## src/rtl/core/dtae_pkg.sv

```systemverilog
// Shared types, codes and constants for the DNS TXT answer extractor.
package dtae_pkg;

   // Message framing limits
   localparam int MAX_MSG   = 1024;
   localparam int MSG_CNT_W = $clog2(MAX_MSG + 1);

   // Fixed field lengths and byte positions inside them
   localparam int HDR_LEN     = 12;
   localparam int QD_HI_POS   = 4;
   localparam int QD_LO_POS   = 5;
   localparam int AN_HI_POS   = 6;
   localparam int AN_LO_POS   = 7;
   localparam int QFIX_LEN    = 4;
   localparam int AFIX_LEN    = 10;
   localparam int TYPE_HI_POS = 0;
   localparam int TYPE_LO_POS = 1;
   localparam int RDLEN_POS   = 8;
   localparam int FIELD_IDX_W = 4;

   // Label length byte top bits
   localparam logic [1:0] LBL_PTR = 2'b11;
   localparam logic [1:0] LBL_STD = 2'b00;

   // Result kinds
   localparam logic [1:0] KIND_TEXT   = 2'd0;
   localparam logic [1:0] KIND_EOR    = 2'd1;
   localparam logic [1:0] KIND_STATUS = 2'd2;

   // Message status codes
   localparam logic [1:0] ST_OK    = 2'd0;
   localparam logic [1:0] ST_BAD   = 2'd1;
   localparam logic [1:0] ST_NONE  = 2'd2;

   // Configuration register map
   localparam int          CSR_ADDR_W          = 3;
   localparam logic [2:0]  REG_MATCH_TYPE_ADDR = 3'd0;
   localparam logic [15:0] MATCH_TYPE_RESET    = 16'd16;

   // All results caused by one message byte, emitted in field order
   typedef struct packed {
      logic       has_text;
      logic [7:0] text;
      logic       has_eor;
      logic       has_stat;
      logic [1:0] stat;
   } bundle_type;

endpackage

```

## src/rtl/core/dtae_parse.sv

```systemverilog
// Message parser: per-byte state update and result bundle generation.
module dtae_parse (
   input  logic                 clock,
   input  logic                 reset,
   input  logic                 byte_accept,
   input  logic [7:0]           msg_byte,
   input  logic                 msg_end,
   input  logic [15:0]          match_type,
   output logic                 bundle_push,
   output dtae_pkg::bundle_type bundle
);
   import dtae_pkg::*;

   typedef enum logic [3:0] {
      PH_HDR   = 4'd0,
      PH_NAME  = 4'd1,
      PH_LABEL = 4'd2,
      PH_PTR   = 4'd3,
      PH_QFIX  = 4'd4,
      PH_AFIX  = 4'd5,
      PH_RSKIP = 4'd6,
      PH_SLEN  = 4'd7,
      PH_SDATA = 4'd8,
      PH_DONE  = 4'd9,
      PH_DRAIN = 4'd10
   } phase_type;

   phase_type              phase_ff, phase_in;
   logic [FIELD_IDX_W-1:0] fidx_ff, fidx_in;
   logic [7:0]             hold_ff, hold_in;
   logic [15:0]            qleft_ff, qleft_in;
   logic [15:0]            aleft_ff, aleft_in;
   logic [15:0]            rtype_ff, rtype_in;
   logic [15:0]            rleft_ff, rleft_in;
   logic [7:0]             sleft_ff, sleft_in;
   logic                   found_ff, found_in;
   logic [MSG_CNT_W-1:0]   seen_ff, seen_in;

   logic [15:0]            rleft_dec;
   logic [7:0]             sleft_dec;
   logic [15:0]            aleft_dec;
   logic [FIELD_IDX_W-1:0] fidx_inc;
   bundle_type             bnd;

   assign rleft_dec = rleft_ff - 16'd1;
   assign sleft_dec = sleft_ff - 8'd1;
   assign aleft_dec = aleft_ff - 16'd1;
   assign fidx_inc  = fidx_ff + FIELD_IDX_W'(1);

   // Next state and results for the byte being transferred
   always_comb begin
      phase_in = phase_ff;
      fidx_in  = fidx_ff;
      hold_in  = hold_ff;
      qleft_in = qleft_ff;
      aleft_in = aleft_ff;
      rtype_in = rtype_ff;
      rleft_in = rleft_ff;
      sleft_in = sleft_ff;
      found_in = found_ff;
      seen_in  = seen_ff;
      bnd      = '0;
      bnd.text = msg_byte;

      // Drop into drain once the size limit is passed
      if (seen_ff >= MSG_CNT_W'(MAX_MSG)) begin
         phase_in = PH_DRAIN;
      end else begin
         seen_in = seen_ff + MSG_CNT_W'(1);
         case (phase_ff)
            PH_HDR: begin
               if (fidx_ff == FIELD_IDX_W'(QD_HI_POS) || fidx_ff == FIELD_IDX_W'(AN_HI_POS)) begin
                  hold_in = msg_byte;
               end else if (fidx_ff == FIELD_IDX_W'(QD_LO_POS)) begin
                  qleft_in = {hold_ff, msg_byte};
               end else if (fidx_ff == FIELD_IDX_W'(AN_LO_POS)) begin
                  aleft_in = {hold_ff, msg_byte};
               end
               fidx_in = fidx_inc;
               if (fidx_inc >= FIELD_IDX_W'(HDR_LEN)) begin
                  fidx_in = '0;
                  if (qleft_ff != 16'd0 || aleft_ff != 16'd0) begin
                     phase_in = PH_NAME;
                  end else begin
                     phase_in = PH_DONE;
                  end
               end
            end
            PH_NAME: begin
               if (msg_byte[7:6] == LBL_PTR) begin
                  phase_in = PH_PTR;
               end else if (msg_byte[7:6] != LBL_STD) begin
                  phase_in = PH_DRAIN;
               end else if (msg_byte == 8'd0) begin
                  fidx_in  = '0;
                  phase_in = (qleft_ff != 16'd0) ? PH_QFIX : PH_AFIX;
               end else begin
                  sleft_in = msg_byte;
                  phase_in = PH_LABEL;
               end
            end
            PH_LABEL: begin
               sleft_in = sleft_dec;
               if (sleft_dec == 8'd0) begin
                  phase_in = PH_NAME;
               end
            end
            PH_PTR: begin
               fidx_in  = '0;
               phase_in = (qleft_ff != 16'd0) ? PH_QFIX : PH_AFIX;
            end
            PH_QFIX: begin
               fidx_in = fidx_inc;
               if (fidx_inc >= FIELD_IDX_W'(QFIX_LEN)) begin
                  fidx_in  = '0;
                  qleft_in = qleft_ff - 16'd1;
                  if (qleft_ff != 16'd1 || aleft_ff != 16'd0) begin
                     phase_in = PH_NAME;
                  end else begin
                     phase_in = PH_DONE;
                  end
               end
            end
            PH_AFIX: begin
               if (fidx_ff == FIELD_IDX_W'(TYPE_HI_POS) || fidx_ff == FIELD_IDX_W'(RDLEN_POS)) begin
                  hold_in = msg_byte;
               end else if (fidx_ff == FIELD_IDX_W'(TYPE_LO_POS)) begin
                  rtype_in = {hold_ff, msg_byte};
               end else if (fidx_ff == FIELD_IDX_W'(RDLEN_POS + 1)) begin
                  rleft_in = {hold_ff, msg_byte};
               end
               fidx_in = fidx_inc;
               if (fidx_inc >= FIELD_IDX_W'(AFIX_LEN)) begin
                  fidx_in = '0;
                  if (rtype_ff == match_type) begin
                     found_in = 1'b1;
                     if (rleft_in == 16'd0) begin
                        bnd.has_eor = 1'b1;
                        aleft_in    = aleft_dec;
                        phase_in    = (aleft_dec == 16'd0) ? PH_DONE : PH_NAME;
                     end else begin
                        phase_in = PH_SLEN;
                     end
                  end else if (rleft_in == 16'd0) begin
                     aleft_in = aleft_dec;
                     phase_in = (aleft_dec == 16'd0) ? PH_DONE : PH_NAME;
                  end else begin
                     phase_in = PH_RSKIP;
                  end
               end
            end
            PH_RSKIP: begin
               rleft_in = rleft_dec;
               if (rleft_dec == 16'd0) begin
                  aleft_in = aleft_dec;
                  phase_in = (aleft_dec == 16'd0) ? PH_DONE : PH_NAME;
               end
            end
            PH_SLEN: begin
               rleft_in = rleft_dec;
               if ({8'd0, msg_byte} > rleft_dec) begin
                  phase_in = PH_DRAIN;
               end else if (msg_byte != 8'd0) begin
                  sleft_in = msg_byte;
                  phase_in = PH_SDATA;
               end else if (rleft_dec == 16'd0) begin
                  bnd.has_eor = 1'b1;
                  aleft_in    = aleft_dec;
                  phase_in    = (aleft_dec == 16'd0) ? PH_DONE : PH_NAME;
               end
            end
            PH_SDATA: begin
               bnd.has_text = 1'b1;
               rleft_in     = rleft_dec;
               sleft_in     = sleft_dec;
               if (sleft_dec == 8'd0) begin
                  if (rleft_dec == 16'd0) begin
                     bnd.has_eor = 1'b1;
                     aleft_in    = aleft_dec;
                     phase_in    = (aleft_dec == 16'd0) ? PH_DONE : PH_NAME;
                  end else begin
                     phase_in = PH_SLEN;
                  end
               end
            end
            default: begin
            end
         endcase
      end

      // Close the message: give status and clear the parse state
      if (msg_end) begin
         bnd.has_stat = 1'b1;
         if (phase_in != PH_DONE) begin
            bnd.stat = ST_BAD;
         end else begin
            bnd.stat = found_in ? ST_OK : ST_NONE;
         end
         phase_in = PH_HDR;
         fidx_in  = '0;
         hold_in  = '0;
         qleft_in = '0;
         aleft_in = '0;
         rtype_in = '0;
         rleft_in = '0;
         sleft_in = '0;
         found_in = 1'b0;
         seen_in  = '0;
      end
   end

   assign bundle      = bnd;
   assign bundle_push = byte_accept & (bnd.has_text | bnd.has_eor | bnd.has_stat);

   // Hold parse state, advance on each transfer
   always_ff @(posedge clock) begin
      if (reset) begin
         phase_ff <= PH_HDR;
         fidx_ff  <= '0;
         hold_ff  <= '0;
         qleft_ff <= '0;
         aleft_ff <= '0;
         rtype_ff <= '0;
         rleft_ff <= '0;
         sleft_ff <= '0;
         found_ff <= 1'b0;
         seen_ff  <= '0;
      end else if (byte_accept) begin
         phase_ff <= phase_in;
         fidx_ff  <= fidx_in;
         hold_ff  <= hold_in;
         qleft_ff <= qleft_in;
         aleft_ff <= aleft_in;
         rtype_ff <= rtype_in;
         rleft_ff <= rleft_in;
         sleft_ff <= sleft_in;
         found_ff <= found_in;
         seen_ff  <= seen_in;
      end
   end

endmodule

```

## src/rtl/core/dtae_rsp_queue.sv

```systemverilog
// Two-entry result bundle queue and serializer onto the result stream.
module dtae_rsp_queue (
   input  logic                 clock,
   input  logic                 reset,
   input  logic                 bundle_push,
   input  dtae_pkg::bundle_type bundle,
   output logic                 space_ok,
   output logic                 rsp_tvalid,
   input  logic                 rsp_tready,
   output logic [1:0]           rsp_kind,
   output logic [7:0]           rsp_text,
   output logic [1:0]           rsp_status,
   output logic                 rsp_last
);
   import dtae_pkg::*;

   bundle_type slot_ff [2];
   logic       wr_ptr_ff, wr_ptr_in;
   logic       rd_ptr_ff, rd_ptr_in;
   logic [1:0] count_ff, count_in;
   logic       sent_text_ff, sent_text_in;
   logic       sent_eor_ff, sent_eor_in;

   bundle_type head;
   logic       text_pend;
   logic       eor_pend;
   logic       part_xfer;
   logic       bundle_pop;

   assign head      = slot_ff[rd_ptr_ff];
   assign text_pend = head.has_text & ~sent_text_ff;
   assign eor_pend  = head.has_eor & ~sent_eor_ff;
   assign space_ok  = (count_ff != 2'd2);
   assign rsp_tvalid = (count_ff != 2'd0);

   // Pick the next part of the head bundle: text, end of record, status
   always_comb begin
      rsp_kind   = KIND_STATUS;
      rsp_text   = 8'd0;
      rsp_status = head.stat;
      rsp_last   = 1'b1;
      if (text_pend) begin
         rsp_kind   = KIND_TEXT;
         rsp_text   = head.text;
         rsp_status = ST_OK;
         rsp_last   = ~head.has_eor & ~head.has_stat;
      end else if (eor_pend) begin
         rsp_kind   = KIND_EOR;
         rsp_status = ST_OK;
         rsp_last   = ~head.has_stat;
      end
   end

   assign part_xfer  = rsp_tvalid & rsp_tready;
   assign bundle_pop = part_xfer & rsp_last;

   // Pointer, count and sent-part tracking
   always_comb begin
      wr_ptr_in    = wr_ptr_ff;
      rd_ptr_in    = rd_ptr_ff;
      count_in     = count_ff;
      sent_text_in = sent_text_ff;
      sent_eor_in  = sent_eor_ff;
      if (bundle_push) begin
         wr_ptr_in = ~wr_ptr_ff;
      end
      if (bundle_pop) begin
         rd_ptr_in    = ~rd_ptr_ff;
         sent_text_in = 1'b0;
         sent_eor_in  = 1'b0;
      end else if (part_xfer) begin
         if (text_pend) begin
            sent_text_in = 1'b1;
         end else begin
            sent_eor_in = 1'b1;
         end
      end
      if (bundle_push && !bundle_pop) begin
         count_in = count_ff + 2'd1;
      end else if (!bundle_push && bundle_pop) begin
         count_in = count_ff - 2'd1;
      end
   end

   always_ff @(posedge clock) begin
      if (reset) begin
         wr_ptr_ff    <= 1'b0;
         rd_ptr_ff    <= 1'b0;
         count_ff     <= 2'd0;
         sent_text_ff <= 1'b0;
         sent_eor_ff  <= 1'b0;
      end else begin
         wr_ptr_ff    <= wr_ptr_in;
         rd_ptr_ff    <= rd_ptr_in;
         count_ff     <= count_in;
         sent_text_ff <= sent_text_in;
         sent_eor_ff  <= sent_eor_in;
      end
   end

   // Store pushed bundles
   always_ff @(posedge clock) begin
      if (bundle_push) begin
         slot_ff[wr_ptr_ff] <= bundle;
      end
   end

endmodule

```

## src/rtl/core/dns_txt_answer_extractor_core.sv

```systemverilog
// Top level: DNS response parser emitting matching answer record text.
//
//   channel | direction | handshake             | payload
//   req     | in        | req_tvalid/req_tready | msg_byte in tdata, msg_end in tlast
//   rsp     | out       | rsp_tvalid/rsp_tready | text_byte, status in tdata; out_kind in
//           |           |                       | tuser; run_last in tlast
//   csr     | in        | psel/penable, pready  | match_type at byte address 0
//
// One message byte is taken per cycle while the queue has room; its state update
// is done in the cycle of the transfer and its results (up to three) go into a
// two-bundle queue. Each result takes one rsp transfer, so a byte that gives two
// or three results takes two or three transfers; the queue depth sets how far the
// input runs ahead. reset is synchronous and clears parse state, queue and
// match_type (to 16). req_tready depends only on queue occupancy.
module dns_txt_answer_extractor_core (
   input  logic                            clock,
   input  logic                            reset,
   // req_tdata: [7:0] msg_byte
   input  logic                            req_tvalid,
   output logic                            req_tready,
   input  logic [7:0]                      req_tdata,
   input  logic                            req_tlast,
   // rsp_tdata: [7:0] text_byte, [9:8] status, [15:10] zero
   output logic                            rsp_tvalid,
   input  logic                            rsp_tready,
   output logic [15:0]                     rsp_tdata,
   // rsp_tuser: [1:0] out_kind
   output logic [1:0]                      rsp_tuser,
   output logic                            rsp_tlast,
   input  logic                            csr_psel,
   input  logic                            csr_penable,
   input  logic                            csr_pwrite,
   input  logic [dtae_pkg::CSR_ADDR_W-1:0] csr_paddr,
   input  logic [31:0]                     csr_pwdata,
   output logic [31:0]                     csr_prdata,
   output logic                            csr_pready
);
   import dtae_pkg::*;

   logic [15:0] match_type_ff;
   logic        byte_accept;
   logic        bundle_push;
   bundle_type  bundle;
   logic        space_ok;
   logic        match_sel;
   logic [1:0]  rsp_kind;
   logic [7:0]  rsp_text;
   logic [1:0]  rsp_status;

   // Configuration register, decoded by word
   assign csr_pready = 1'b1;
   assign match_sel  = (csr_paddr[CSR_ADDR_W-1:2] == REG_MATCH_TYPE_ADDR[CSR_ADDR_W-1:2]);
   assign csr_prdata = match_sel ? {16'd0, match_type_ff} : 32'd0;

   always_ff @(posedge clock) begin
      if (reset) begin
         match_type_ff <= MATCH_TYPE_RESET;
      end else if (csr_psel && csr_penable && csr_pwrite && csr_pready && match_sel) begin
         match_type_ff <= csr_pwdata[15:0];
      end
   end

   // Take a byte whenever the queue has room for its results
   assign req_tready  = space_ok;
   assign byte_accept = req_tvalid & req_tready;

   dtae_parse u_parse (
      .clock       (clock),
      .reset       (reset),
      .byte_accept (byte_accept),
      .msg_byte    (req_tdata),
      .msg_end     (req_tlast),
      .match_type  (match_type_ff),
      .bundle_push (bundle_push),
      .bundle      (bundle)
   );

   dtae_rsp_queue u_rsp_queue (
      .clock       (clock),
      .reset       (reset),
      .bundle_push (bundle_push),
      .bundle      (bundle),
      .space_ok    (space_ok),
      .rsp_tvalid  (rsp_tvalid),
      .rsp_tready  (rsp_tready),
      .rsp_kind    (rsp_kind),
      .rsp_text    (rsp_text),
      .rsp_status  (rsp_status),
      .rsp_last    (rsp_tlast)
   );

   // Pack result fields
   assign rsp_tdata = {6'd0, rsp_status, rsp_text};
   assign rsp_tuser = rsp_kind;

endmodule

```

## config.mk

```make
export PLATFORM = sky130hd
export DESIGN_NAME = dns_txt_answer_extractor_core
export DESIGN_NICKNAME = d
export VERILOG_FILES = /design/src/rtl/core/dtae_pkg.sv /design/src/rtl/core/dtae_parse.sv /design/src/rtl/core/dtae_rsp_queue.sv /design/src/rtl/core/dns_txt_answer_extractor_core.sv
export SDC_FILE = /design/constraint.sdc
export NUM_CORES = 1
export LEC_CHECK = 0
export ABC_CLOCK_PERIOD_IN_PS = 8330
export BUFFER_PORTS_ARGS = -buffer_cell sky130_fd_sc_hd__buf_2
export CAP_MARGIN = 5
export CORE_MARGIN = 2
export CORE_UTILIZATION = 58
export CTS_CLUSTER_DIAMETER = 200
export CTS_CLUSTER_SIZE = 12
export DETAILED_ROUTE_END_ITERATION = 10
export HOLD_SLACK_MARGIN = 0.15
export PLACE_DENSITY = 0.79
export SLEW_MARGIN = 10
export SYNTH_ARGS = -nofsm -noshare
export SYNTH_HDL_FRONTEND = slang
export SYNTH_SLANG_ARGS = --single-unit
export TNS_END_PERCENT = 1
```

## constraint.sdc

```tcl
create_clock -name clock -period 8.33 [get_ports clock]
set_input_delay 0.4165 -clock clock [delete_from_list [all_inputs] [get_ports clock]]
set_output_delay 0.4165 -clock clock [all_outputs]
set_load 0.1 [all_outputs]
```

==> Yosys cells after proc, flatten, opt, wreduce, memory -nomap -nowiden <==
Memories as Yosys holds them, arrays and structs flattened. A register that Yosys moved wholly into a read port is not among the register bits.
Cells that the tools add are included.
{ "word_totals": {"n_memories": 1, "input_bits": 51, "reg_bits": 122, "latchBits": 0, "romBits": 0, "out_inout_bits": 54, "mem_bits_rw": 26} }
{ "op_classes": {"reduce_logical": 45, "eq_ne": 39, "n_shift": 0, "n_bitwise": 17, "mux": 110, "n_div": 0, "multipliers": 0, "add_sub_neg": 8, "order_cmp": 5} }
{ "mem_list": {"columns": ["memory", "words", "word_bits", "read_ports", "rd_ports_with_merged_regs", "write_ports", "line", "text"], "rows": [
  ["u_rsp_queue.slot_ff", 2, 13, 1, 1, 1, "dtae_rsp_queue.sv:17", "bundle_type slot_ff [2];"]
]} }
{ "ops": {"columns": ["op", "count"], "rows": [
  ["$mux W16", 29],
  ["$mux W4", 28],
  ["$mux W8", 12],
  ["$pmux W16 S5", 1],
  ["$pmux W16 S2", 2],
  ["$logic_not A16 Y1", 3],
  ["$sub A16 B1 Y16 const B", 3],
  ["$pmux W4 S9", 1],
  ["$eq A4 B3 Y1 const B", 8],
  ["$reduce_bool A16 Y1", 2],
  ["$ne A3 B2 Y1 const B", 10],
  ["$pmux W8 S3", 1],
  ["$mux W1", 22],
  ["$mux W11", 2],
  ["$ne A3 B3 Y1 const B", 7],
  ["$pmux W4 S5", 1],
  ["$eq A16 B16 Y1", 1],
  ["$gt A8 B16 Y1", 1],
  ["$logic_not A8 Y1", 2],
  ["$mux W2", 8],
  ["$ne A16 B1 Y1 const B", 1],
  ["$pmux W8 S2", 1],
  ["$eq A4 B4 Y1 const B", 3],
  ["$reduce_and A6 Y1", 2],
  ["other kinds (34)", 73]
]} }

==> Longest topological paths before layout <==
{ "logic_depth": {"ltp_word": 21, "depth_mapped": 16} }

==> Hierarchy <==
A second synthesis with hierarchy kept.
{ "unflattened": {"cells_unflattened": 1227, "hier_area_um2": 9965.8} }
{ "by_module_without_submodules": {"columns": ["module", "seq_area_each_um2", "n_inst", "area_per_inst_um2", "cells_per_inst"], "rows": [
  ["dtae_parse", 2001.9, 1, 7518.5, 1013],
  ["dtae_rsp_queue", 920.9, 1, 1413.9, 101],
  ["dns_txt_answer_extractor_core", 320.3, 1, 1033.5, 113]
]} }

==> Worst setup path before layout <==
OpenSTA, ideal clock, no wires.
{ "synth_path": {"path_type": "reg-to-reg", "startpoint": "register u_parse.rleft_ff[0]", "endpoint": "memory u_rsp_queue.slot_ff[0][0] in the netlist's numbering (enable)", "path_stages_with_launch": 14, "arrival_ns": 3.440, "setup_time_ns": 0.384, "path_buffers": 0, "slack_ns": 4.507, "period_less_slack_ns": 3.823, "required_time_ns": 7.946, "path_cell_list": "dfxtp_1 -> inv_1 -> ha_1 -> or3b_2 -> nor3_1 -> xnor2_1 -> ha_1 -> nand2_1 -> nor2_1 -> and3_1 -> o21ai_0 -> a2111oi_0 -> nand3b_1 -> nor2b_1"} }
{ "synth_via": {"elab_chain_cells": 16, "word_cells_on_any_way": 23} }
{ "synth_rtl": {"columns": ["element", "line", "text"], "rows": [
  ["from (decl)", "dtae_parse.sv:34", "logic [15:0] rleft_ff, rleft_in;"],
  ["from (signal assigned)", "dtae_parse.sv:235", "rleft_ff <= rleft_in;"],
  ["parallel branches: the longest is 9 deep, another holds $sub A16 B1 Y16", null, null],
  ["$pmux W1 S3 *", "dtae_parse.sv:70", "case (phase_ff)"],
  ["$mux W1 *", "dtae_parse.sv:66", "if (seen_ff >= MSG_CNT_W'(MAX_MSG)) begin"],
  ["$or A1 B1 Y1 * (2 in a row)", "dtae_parse.sv:213", "assign bundle_push = byte_accept & (bnd.has_text | bnd.has_eor | bnd.has_stat);"],
  ["$and A1 B1 Y1 *", "dtae_parse.sv:213", null],
  ["net bundle_push", "dns_txt_answer_extractor_core.sv:42", "logic bundle_push;"],
  ["$mux W1 *", "dtae_rsp_queue.sv:103", "if (bundle_push) begin"],
  ["$mux W1 (implied by the code) *", "dtae_rsp_queue.sv:104", "slot_ff[wr_ptr_ff] <= bundle;"],
  ["to (decl)", "dtae_rsp_queue.sv:17", null]
]} }
Mark *: on every way through the listed nets, which the timed path passes. The select of a mux whose other input is x is not followed.

==> Worst setup path after layout <==
{ "layout_path": {"startpoint": "register u_parse.rleft_ff[0]", "endpoint": "memory u_rsp_queue.slot_ff[0][3] in the netlist's numbering (enable)"} }
Same word-level chain as after synthesis.

==> flow_summary.yaml <==
synth:
  ys_seq_elements: 149
  post-synth-top-area-fraction_pct: 26.07
  synth_cells: 1207
  yosysSeqAreaShare_pct: 34.33
  synth_edf_count: 26
  synth_top_cells_by_area: "dfxtp_1 26%, edfxtp_1 8.3%, nor2_1 6.2%, a21oi_1 5.6%, nand2_1 4.9%"
  yosysTopAreaCell: "dfxtp_1"
  synth_area_sq_um: 9447
  ys.flop_type: "dfxtp_1"
  avgSynthCellArea_sq_um: 7.826
  synthDistinctLibCells: 74
  synthArstFlopShare_pct: 0
  yosys_warnings: 0
placement:
  gp_congestion: 0.9712
  dp_hpwl_um: 17260
  dp_cells: 1413
  portBuffers: 63
cts:
  cts_hold_buf: 0
  clock_path_buffers: 2
  clk_latency_ns: 0.44
  h-tree-depth: 4
  clk_transition_reported_paths_ns: 0.07
  cts_tree: "done"
  cts_setup_buffers: 0
  numCtsBuffers: 17
  ctsResizeCount: 0
  clock_sinks: 149
  cts-root-buf: "clkbuf_16"
timing:
  skew_ns: 0.009598
  min_period_ns: 4.921
  finalHoldViolCount: 0
  max_freq_mhz: 203.2
  drv_slew: 0
  setup_viol: 0
  post-route-period-util_pct: 59.08
  tightestPinTransition_ns: 1.218
  slew_headroom_pct: 18.23
  setup-tns-final_ns: 0
  rsz0062_at_grt: "no"
final_layout:
  final_cell_mix: "157 x nor2_1, 123 x nand2_1, 123 x dfxtp_1"
  final_cells: 1445
  final_common_cell: "nor2_1"
  n_fill_cell: 1386
  drive_gt1_share_pct: 10.41
  syn_to_final_growth_pct: 8.742
  nets: 1293
  antenna_cells: 0
min_path:
  hold_start: "csr_pwdata[4]"
  hold_path.class: "in2reg"
critical_path:
  reg2reg_from: "u_parse.rleft_ff[0]$_SDFFE_PP0P_"
  start_kind: "register"
  cp.arrival_ns: 4.97
  crit_start: "u_parse.rleft_ff[0]$_SDFFE_PP0P_"
  critPathRequiredTime_ns: 8.38
  worstSetupPathType: "reg2reg"
  critPathMaxFanout: 13
  worstSetupEndpointType: "register"
grt:
  grt.overflow.total: 0
  grt_pass1_vias: 8135
  grt_max_degree: 77
  antenna_found_initial: 0
  grt_use_total_pct: 29.55
  grt_pass1_wl_um: 41810
status:
  status: "finished, final reports clean"
die:
  fp-row-count: 46
  dieWidth_um: 131.6
  die_h_um: 131.6
  io_pins: 105
  initial_utilization_pct: 59.47
  die_area_sq_um: 17320
  core-area_sq_um: 15890
route:
  wire_per_inst_um: 17.95
  drt-total-wl_um: 25930
  antenna_left: 0
  first_pass_iters: 5
  post-route-drc-count: 0
  vias_per_cell: 6.277
  vias: 9070
  drt_iter0_drc: 985
pwr:
  peakVddDrop_v: 0.0002182
  report.power.total_w: 0.002073
  p_leak_nw: 3.934
  powerDensity_nw_per_um2: 201.8
run:
  cap_violations: 0
-- synthesized netlist by cell type, types with 5 or more instances --
| master | count |
|---|---|
| nand4_1 | 14 |
| ha_1 | 26 |
| a32o_1 | 7 |
| buf_2 | 8 |
| buf_4 | 25 |
| inv_1 | 27 |
| mux2i_1 | 22 |
| nand2_1 | 123 |
| nand2b_1 | 13 |
| nor4b_1 | 6 |
| o21ai_0 | 67 |
| o31ai_1 | 5 |
| edfxtp_1 | 26 |
| a211oi_2 | 5 |
| a31oi_1 | 8 |
| o211ai_1 | 8 |
| a22oi_1 | 21 |
| a2111oi_0 | 8 |
| nor3_1 | 41 |
| nor4_1 | 22 |
| and2_1 | 9 |
| clkbuf_1 | 66 |
| a21o_1 | 6 |
| a32oi_1 | 7 |
| o21a_1 | 9 |
| nor2_1 | 157 |
| o32ai_1 | 5 |
| o21ai_1 | 5 |
| nand3_1 | 34 |
| nand3b_1 | 10 |
| a211oi_1 | 6 |
| dfxtp_1 | 123 |
| o211a_1 | 6 |
| nor2b_1 | 27 |
| and3_1 | 11 |
| a21oi_1 | 105 |
| xor2_1 | 29 |
| or3_1 | 11 |
| xnor2_1 | 23 |
-- where the power goes --
| part | leakage [nW] | switching [W] | internal (W) | total (W) |
|---|---|---|---|---|
| logic | 2.42 | 0.000388 | 0.000124 | 0.000512 |
| registers | 1.24 | 0.0000408 | 0.000765 | 0.000806 |
| clock network | 0.279 | 0.000354 | 0.000401 | 0.000755 |
-- per-layer routing --
| metal | GRT usage [%] | up-vias | routed length (um) |
|---|---|---|---|
| met5 | 0 | - | 0 |
| met4 | 12.20 | 0 | 916 |
| met3 | 6.134 | 74 | 1996 |
| met2 | 48.02 | 409 | 12230 |
| met1 | 38.29 | 4262 | 10790 |
| li1 | - | 4325 | - |
-- state kept, by name, summed over array words and instances (netlist names), 2 cells and up, named ones only --
signal                count
u_rsp_queue.count_ff      2
u_parse.aleft_ff         16
u_parse.phase_ff          4
match_type_ff            16
u_parse.rtype_ff         16
u_parse.sleft_ff          8
u_parse.qleft_ff         16
u_parse.fidx_ff           4
u_rsp_queue.slot_ff      26
u_parse.rleft_ff         16
u_parse.seen_ff          11
u_parse.hold_ff           8
-- worst max-delay path, cell delays in order, from the launching register on --
cell and delay, ns:
dfxtp_1 0.39, inv_1 0.13, ha_1 0.26, or3b_2 0.48, nor3_1 0.45, xnor2_1 0.12
ha_1 0.30, nand2_1 0.07, nor2_1 0.13, and3_1 0.22, o21ai_0 0.14, a2111oi_0 0.68
nand3b_1 0.27, nor2b_1 0.90
-- layout make-up --
class	count	area, sq um	share of cell area [%]
well taps	216	270.3	2.631
flip-flops and latches	149	3243	31.57
repair buffers	73	392.9	3.825
multi-input cells	947	5673	55.23
clock inverters	15	162.7	1.583
clock buffers	17	425.4	4.141
inverters	28	105.1	1.023
-- through the flow --
step	setup WS [ns]	util (%)	cell area [sq um]	hold slack, ns
global route	3.113	64.67	10270	0.1958
CTS	3.521	64.67	10270	0.1902
global placement	3.575	60.96	9684	0.4645
detailed placement	3.556	60.96	9684	0.4748
finish	3.409	64.67	10270	0.1925
floorplan	4.507	-	9525	0.4493
-- worst paths after layout --
kind	end	slack, ns	cells after the start
min	match_type_ff[4]$_SDFFE_PP1P_	0.19	3
max reg2reg	u_rsp_queue.slot_ff[0][3]$_DFFE_PP_	3.41	13
min reg2reg	match_type_ff[12]$_SDFFE_PP0P_	0.48	2
max	u_rsp_queue.slot_ff[0][3]$_DFFE_PP_	3.41	13
-- logic make-up (layout without fill, tap and decap cells) --
group | count (synthesis) | after routing | synth area share [%]
AOI/OAI and AO/OA | 317 | 317 | 21.97
xor gates and xnor gates | 52 | 52 | 4.821
adders and majority gates | 26 | 26 | 3.444
buffers and inverters | 132 | 133 | 6.583
DFF | 149 | 149 | 34.33
muxes | 22 | 22 | 2.331
other | 2 | 23 | 0.07950
and+or+nand+nor | 507 | 507 | 26.44
Note: power is estimated with default switching activity, not from simulation.
